[config.mk]
export PLATFORM = sky130hd
export DESIGN_NAME = bc3_block_decoder_top
export DESIGN_NICKNAME = d
export VERILOG_FILES = /design/src/rtl/core/bc3_pkg.sv /design/src/rtl/core/bc3_block_decoder_top.sv
export SDC_FILE = /design/constraint.sdc
export NUM_CORES = 2
export LEC_CHECK = 0
export BUFFER_PORTS_ARGS = -buffer_cell sky130_fd_sc_hd__buf_2
export CAP_MARGIN = 30
export CORE_ASPECT_RATIO = 2
export CORE_MARGIN = 2
export CORE_UTILIZATION = 25
export CTS_CLUSTER_DIAMETER = 100
export DETAILED_ROUTE_END_ITERATION = 7
export GPL_TIMING_DRIVEN = 0
export PLACE_DENSITY = 0.5
export SLEW_MARGIN = 20
export SYNTH_ARGS = -nofsm -noshare
export SYNTH_HDL_FRONTEND = slang
export SYNTH_SLANG_ARGS = --single-unit
[constraint.sdc]
create_clock -name clk -period 25.7 [get_ports clk]
set_input_delay 2.57 -clock clk [delete_from_list [all_inputs] [get_ports clk]]
set_output_delay 2.57 -clock clk [all_outputs]
set_load 0.01 [all_outputs]
[src/rtl/core/bc3_pkg.sv]
// ----------------------------------------------------------------------------
// bc3_pkg
// Types, constant tables and fixed-divisor helpers for the BC3 block decoder.
// ----------------------------------------------------------------------------
package bc3_pkg;

  localparam int unsigned Max5 = 31;
  localparam int unsigned Max6 = 63;
  localparam int unsigned Full = 255;

  localparam int unsigned NumPix = 16;
  localparam int unsigned PixW   = 4;
  localparam int unsigned CIdxW  = 2;
  localparam int unsigned AIdxW  = 3;
  localparam int unsigned NumInt = 6;

  // Reciprocal constants, exact over the numerator ranges used here.
  localparam int unsigned Recip3 = 683;
  localparam int unsigned Shift3 = 11;
  localparam int unsigned Recip5 = 1639;
  localparam int unsigned Shift5 = 13;
  localparam int unsigned Recip7 = 2341;
  localparam int unsigned Shift7 = 14;

  typedef logic [31:0][7:0] w5_tab_t;
  typedef logic [63:0][7:0] w6_tab_t;

  typedef struct packed {
    logic [7:0] r;
    logic [7:0] g;
    logic [7:0] b;
  } rgb_t;

  typedef struct packed {
    logic [9:0] r;
    logic [9:0] g;
    logic [9:0] b;
  } rgb_sum_t;

  function automatic w5_tab_t build_w5();
    w5_tab_t t;
    for (int i = 0; i < 32; i++) begin
      t[i] = 8'((i * Full) / Max5);
    end
    return t;
  endfunction

  function automatic w6_tab_t build_w6();
    w6_tab_t t;
    for (int i = 0; i < 64; i++) begin
      t[i] = 8'((i * Full) / Max6);
    end
    return t;
  endfunction

  localparam w5_tab_t W5_TAB = build_w5();
  localparam w6_tab_t W6_TAB = build_w6();

  function automatic logic [7:0] div3(input logic [9:0] x);
    logic [19:0] p;
    p = 20'(x) * 20'(Recip3);
    return 8'(p >> Shift3);
  endfunction

  function automatic logic [7:0] div5(input logic [10:0] x);
    logic [21:0] p;
    p = 22'(x) * 22'(Recip5);
    return 8'(p >> Shift5);
  endfunction

  function automatic logic [7:0] div7(input logic [10:0] x);
    logic [22:0] p;
    p = 23'(x) * 23'(Recip7);
    return 8'(p >> Shift7);
  endfunction

endpackage

[src/rtl/core/bc3_block_decoder_top.sv]
// ----------------------------------------------------------------------------
// bc3_block_decoder_top
// BC3 texture block decoder: one 16-byte block in, sixteen RGBA pixels out.
// ----------------------------------------------------------------------------
// Channel   Direction  Transfer rule          Payload
// input     in         start & !busy          in_alpha_word, in_color_word
// result    out        out_valid, one cycle   out_red/green/blue/alpha,
//                                             out_column, out_row, out_last_pixel
//
// A block passes three register stages (capture, endpoint widening, weighted
// sums), then loads a palette register and emits one pixel per cycle.
// The first pixel reaches the ports through the palette register and the output
// register; sustained throughput is set by the single pixel output port.
// A new block is taken while the previous one is still being emitted.
// Reset is synchronous and clears the valid bits only.
// The receiver cannot stall; busy rises only when all stages hold blocks.
// ----------------------------------------------------------------------------
module bc3_block_decoder_top
  import bc3_pkg::*;
(
  input  logic        clk,
  input  logic        rst_n,
  input  logic        start,
  output logic        busy,
  input  logic [63:0] in_alpha_word,
  input  logic [63:0] in_color_word,
  output logic        out_valid,
  output logic [7:0]  out_red,
  output logic [7:0]  out_green,
  output logic [7:0]  out_blue,
  output logic [7:0]  out_alpha,
  output logic [1:0]  out_column,
  output logic [1:0]  out_row,
  output logic        out_last_pixel
);

  logic        s1_valid_r, s2_valid_r, s3_valid_r, hold_valid_r;
  logic        s1_adv, s2_adv, s3_adv;
  logic        s1_free, s2_free, s3_free, hold_free, hold_done;
  logic        accept;

  logic [63:0] s1_aw_r, s1_cw_r;

  rgb_t        s2_c0_r, s2_c1_r;
  logic [7:0]  s2_a0_r, s2_a1_r;
  logic [31:0] s2_cidx_r;
  logic [47:0] s2_aidx_r;

  rgb_t        s3_c0_r, s3_c1_r;
  rgb_sum_t    s3_cs0_r, s3_cs1_r;
  logic [7:0]  s3_a0_r, s3_a1_r;
  logic        s3_mode7_r;
  logic [NumInt-1:0][10:0] s3_anum_r;
  logic [NumInt-1:0][10:0] anum_nxt;
  logic        mode7_nxt;
  logic [31:0] s3_cidx_r;
  logic [47:0] s3_aidx_r;

  rgb_t        hold_col_r [4];
  logic [7:0]  hold_alp_r [8];
  logic [31:0] hold_cidx_r;
  logic [47:0] hold_aidx_r;
  logic [PixW-1:0] cnt_r;

  logic        out_valid_r;
  rgb_t        out_col_r;
  logic [7:0]  out_alpha_r;
  logic [PixW-1:0] out_pos_r;
  logic        out_last_r;

  assign hold_done = hold_valid_r && (cnt_r == PixW'(NumPix - 1));
  assign hold_free = !hold_valid_r || hold_done;
  assign s3_adv    = s3_valid_r && hold_free;
  assign s3_free   = !s3_valid_r || s3_adv;
  assign s2_adv    = s2_valid_r && s3_free;
  assign s2_free   = !s2_valid_r || s2_adv;
  assign s1_adv    = s1_valid_r && s2_free;
  assign s1_free   = !s1_valid_r || s1_adv;
  assign busy      = !s1_free;
  assign accept    = start && !busy;

  always_ff @(posedge clk) begin
    if (!rst_n) begin
      s1_valid_r   <= 1'b0;
      s2_valid_r   <= 1'b0;
      s3_valid_r   <= 1'b0;
      hold_valid_r <= 1'b0;
      out_valid_r  <= 1'b0;
    end else begin
      if (accept) begin
        s1_valid_r <= 1'b1;
      end else if (s1_adv) begin
        s1_valid_r <= 1'b0;
      end
      if (s1_adv) begin
        s2_valid_r <= 1'b1;
      end else if (s2_adv) begin
        s2_valid_r <= 1'b0;
      end
      if (s2_adv) begin
        s3_valid_r <= 1'b1;
      end else if (s3_adv) begin
        s3_valid_r <= 1'b0;
      end
      if (s3_adv) begin
        hold_valid_r <= 1'b1;
      end else if (hold_done) begin
        hold_valid_r <= 1'b0;
      end
      out_valid_r <= hold_valid_r;
    end
  end

  always_ff @(posedge clk) begin
    if (accept) begin
      s1_aw_r <= in_alpha_word;
      s1_cw_r <= in_color_word;
    end
  end

  always_ff @(posedge clk) begin
    if (s1_adv) begin
      s2_c0_r.r <= W5_TAB[s1_cw_r[15:11]];
      s2_c0_r.g <= W6_TAB[s1_cw_r[10:5]];
      s2_c0_r.b <= W5_TAB[s1_cw_r[4:0]];
      s2_c1_r.r <= W5_TAB[s1_cw_r[31:27]];
      s2_c1_r.g <= W6_TAB[s1_cw_r[26:21]];
      s2_c1_r.b <= W5_TAB[s1_cw_r[20:16]];
      s2_a0_r   <= s1_aw_r[7:0];
      s2_a1_r   <= s1_aw_r[15:8];
      s2_cidx_r <= s1_cw_r[63:32];
      s2_aidx_r <= s1_aw_r[63:16];
    end
  end

  always_comb begin
    mode7_nxt = s2_a0_r > s2_a1_r;
    for (int k = 0; k < NumInt; k++) begin
      if (mode7_nxt) begin
        anum_nxt[k] = 11'((6 - k) * s2_a0_r + (k + 1) * s2_a1_r);
      end else if (k < 4) begin
        anum_nxt[k] = 11'((4 - k) * s2_a0_r + (k + 1) * s2_a1_r);
      end else begin
        anum_nxt[k] = '0;
      end
    end
  end

  always_ff @(posedge clk) begin
    if (s2_adv) begin
      s3_c0_r    <= s2_c0_r;
      s3_c1_r    <= s2_c1_r;
      s3_cs0_r.r <= {1'b0, s2_c0_r.r, 1'b0} + 10'(s2_c1_r.r);
      s3_cs0_r.g <= {1'b0, s2_c0_r.g, 1'b0} + 10'(s2_c1_r.g);
      s3_cs0_r.b <= {1'b0, s2_c0_r.b, 1'b0} + 10'(s2_c1_r.b);
      s3_cs1_r.r <= {1'b0, s2_c1_r.r, 1'b0} + 10'(s2_c0_r.r);
      s3_cs1_r.g <= {1'b0, s2_c1_r.g, 1'b0} + 10'(s2_c0_r.g);
      s3_cs1_r.b <= {1'b0, s2_c1_r.b, 1'b0} + 10'(s2_c0_r.b);
      s3_a0_r    <= s2_a0_r;
      s3_a1_r    <= s2_a1_r;
      s3_mode7_r <= mode7_nxt;
      s3_anum_r  <= anum_nxt;
      s3_cidx_r  <= s2_cidx_r;
      s3_aidx_r  <= s2_aidx_r;
    end
  end

  always_ff @(posedge clk) begin
    if (s3_adv) begin
      hold_col_r[0]   <= s3_c0_r;
      hold_col_r[1]   <= s3_c1_r;
      hold_col_r[2].r <= div3(s3_cs0_r.r);
      hold_col_r[2].g <= div3(s3_cs0_r.g);
      hold_col_r[2].b <= div3(s3_cs0_r.b);
      hold_col_r[3].r <= div3(s3_cs1_r.r);
      hold_col_r[3].g <= div3(s3_cs1_r.g);
      hold_col_r[3].b <= div3(s3_cs1_r.b);
      hold_alp_r[0]   <= s3_a0_r;
      hold_alp_r[1]   <= s3_a1_r;
      for (int k = 0; k < NumInt; k++) begin
        if (s3_mode7_r) begin
          hold_alp_r[k + 2] <= div7(s3_anum_r[k]);
        end else if (k < 4) begin
          hold_alp_r[k + 2] <= div5(s3_anum_r[k]);
        end else if (k == 4) begin
          hold_alp_r[k + 2] <= 8'd0;
        end else begin
          hold_alp_r[k + 2] <= 8'(Full);
        end
      end
      hold_cidx_r <= s3_cidx_r;
      hold_aidx_r <= s3_aidx_r;
      cnt_r       <= '0;
    end else if (hold_valid_r) begin
      hold_cidx_r <= hold_cidx_r >> CIdxW;
      hold_aidx_r <= hold_aidx_r >> AIdxW;
      cnt_r       <= cnt_r + PixW'(1);
    end
  end

  always_ff @(posedge clk) begin
    out_col_r   <= hold_col_r[hold_cidx_r[CIdxW-1:0]];
    out_alpha_r <= hold_alp_r[hold_aidx_r[AIdxW-1:0]];
    out_pos_r   <= cnt_r;
    out_last_r  <= cnt_r == PixW'(NumPix - 1);
  end

  assign out_valid      = out_valid_r;
  assign out_red        = out_col_r.r;
  assign out_green      = out_col_r.g;
  assign out_blue       = out_col_r.b;
  assign out_alpha      = out_alpha_r;
  assign out_column     = out_pos_r[1:0];
  assign out_row        = out_pos_r[3:2];
  assign out_last_pixel = out_last_r;

endmodule

==> flow_summary.yaml <==
status:
  status: "finished, final reports clean"
floorplanning:
  fp.dieW_um: 349.8
  die_h_um: 695.6
  start_util_pct: 25.15
  rows: 253
  boundaryPins: 170
  die_area_mm2: 0.2433
  core_mm2: 0.2377
critical_path:
  path_buf_inv: 4
  cp_slowest_stage_delay_ns: 0.69
  arrival_ns: 6.52
  crit_path_start_kind: "register"
  path_cells: "ha_1, inv_1, fa_1, inv_1, fa_1, fa_1, inv_1, fa_1, inv_1, ha_1, nand3_1, nor2_1, a221oi_2, a21oi_1, o41ai_2, o21ai_0, mux2i_1, a211oi_1"
  worst-path-stages: 18
  worst-setup-path-type: "reg -> reg"
  worstPathRequired_ns: 26.08
  critPathSlowestCell: "edfxtp_1"
  cp_max_fo: 8
  cp-end-kind: "register"
  rr_worst_depth: 18
  path_delay_family: "adder cells"
place:
  dp_hpwl_um: 123300
  gp_congestion: 0.8350
  numPortBuffers: 169
  post-place-ws_ns: 19.56
final_layout:
  synthToLayoutAreaGrowth_pct: 14.43
  register_area_mm2: 0.02413
  fillCellCount: 24300
  final_net_count: 6684
  drive_gt1_share_pct: 9.321
  multi_input_area_mm2: 0.03185
synth:
  syn_nets: 6387
  yosysWarnings: 0
  muxShareOfSynthArea_pct: 3.324
  synth_seq_area_share_pct: 40.37
  synth-seq-cells: 819
  synth_edf_count: 773
  avgSynthCellArea_um2: 12.60
  synth_top_family_by_area: "adder cells"
  yosys.area.top_type: "edfxtp_1"
  synth.top_cells.by_count: "ha_1 (1134), inv_1 (983), edfxtp_1 (773)"
  netlist.area_leader.share_pct: 38.83
  yosys.area_share.simple_pct: 3.336
  ys_types: 68
  async_flop_share_pct: 0
  synth_compound_area_share_pct: 6.476
  synthesis.area_mm2: 0.05978
  synthAdderAreaFrac_pct: 36.36
  synthCells: 4745
  yosys-top-cells-area: "edfxtp_1 (39%), ha_1 (24%), fa_1 (13%), inv_1 (6.2%), xnor2_1 (2.8%)"
  synth_flop_cell: "edfxtp_1"
  post-synth-top-count-cell: "ha_1"
  synthXorXnorAreaFrac_pct: 3.707
grt:
  grt_pass1_vias: 39450
  grt_max_degree: 42
  grt_remaining_overflow: 0
  grt_usage_pct: 12.30
  antenna_found_initial: 22
  grt_pass1_wl_um: 226200
sta:
  hold_violations: 0
  finalSetupViolCount: 0
  worst_pin_slew_ns: 1.014
  max_freq_mhz: 162.8
  slew_headroom_pct: 32.43
  final_max_slew_viol_count: 0
  rsz0062_at_grt: "false"
  period_share_pct: 23.90
  min_period_ns: 6.143
  clock_skew_ns: 0.02909
  finalWorstSetupSlack_ns: 19.56
  setup_tns_ns: 0
routing:
  drt_pass1_iterations: 5
  wirelength_um: 146000
  postRouteAntennaNets: 0
  drc_errors: 0
  num_vias: 35450
  vias_per_cell: 4.268
  drt_iter0_drc: 1274
  wl_per_cell_um: 17.58
power:
  p_leak_uw: 0.03084
  peakVddDrop_v: 0.00007328
  p_per_area_mw_per_mm2: 69.38
clock_network:
  cts_tree: "built"
  cts.path.max_buffers: 3
  htree_levels: 3
  cts_resized: 0
  cts.sinks: 819
  path_clk_slew_ns: 0.06
  post_cts_buffers: 0
  cts_root_buf: "clkbuf_16"
  clk_latency_ns: 0.67
  cts-hold-fix-buffers: 0
  cts_buffers: 82
job:
  cap_violations: 0
worst_hold_path:
  hold_depth: 0
  holdCritPathClass: "reg -> reg"
-- path summary, 6_finish.rpt --
check / start / endpoint / slack [ns]
worst min-delay path: cnt_r[3] / out_pos_r[3] / 0.40
worst max-delay path: s3_anum_r[36] / hold_alp_r[5][7] / 19.56
worst max register to register: s3_anum_r[36] / hold_alp_r[5][7] / 19.56
worst min register to register: cnt_r[3] / out_pos_r[3] / 0.40
-- power breakdown --
part | switching [uW] | internal, uW | leakage, uW
Sequential | 61.2 | 1580 | 0.00758
Clock | 530 | 684 | 0.00131
Combinational | 1080 | 812 | 0.0219
-- layout make-up --
type,instances,share of cell area [%]
antenna,12,0.04389
buffer,40,0.2268
clock buffer,105,3.201
clock inverter,44,0.7810
inverter,984,5.399
multi-input combinational,2902,46.55
sequential,819,35.28
tap,3187,5.829
timing repair buffer,213,2.689
-- metal layers --
layer  up-vias  global-route usage, %  share of wire [%]
li1      17050                      -                  -
met1     17580                  11.06                 32
met2       544                  26.23                 60
met3       271                  1.605                2.9
met4         6                  5.329                4.6
met5         -                      0              0.024
-- flip-flops by register name (all words and copies together) (netlist names), 32 cells and up --
signal / cells
s2_aidx_r: 48
hold_cidx_r: 32
s3_aidx_r: 48
hold_col_r: 96
s3_anum_r: 62
s1_cw_r: 64
s2_cidx_r: 32
hold_alp_r: 64
s1_aw_r: 64
hold_aidx_r: 48
s3_cidx_r: 32
-- cells by family after synthesis --
kind of cell | Yosys count
adder cells (fa/ha/maj) | 1511
buffers and inverters | 1024
flip-flops | 819
AO/OA/AOI/OAI | 594
AND/OR/NAND/NOR | 406
XOR/XNOR | 253
multiplexers | 138
-- stage by stage --
| stage | total power (uW) | hold slack [ns] | cells | util, % | instance area [um2] |
|---|---|---|---|---|---|
| after floorplan | 3021 | 0.3627 | 4745 | - | 59780 |
| after global placement | 3592 | 0.3883 | 8101 | 27.18 | 64620 |
| after detailed placement | 3607 | 0.3810 | 8144 | 27.61 | 65650 |
| after CTS | 4854 | 0.3956 | 8293 | 28.76 | 68370 |
| after global routing | 5134 | 0.4105 | 8302 | 28.77 | 68400 |
| final | 4746 | 0.3975 | 8306 | 28.78 | 68410 |
-- placed cells by master (no fill, tap or decap), drive strengths merged, types with 66 or more instances in the layout --
master and instances:
ha 1134, inv 988, edfxtp 773, fa 377, buf 225, a21oi 192
xnor2 188, clkbuf 133, nor2 122, o21ai 92, a21o 88, mux2 84
nand2 73, o21bai 66
Note: power is estimated with default switching activity, not from simulation.
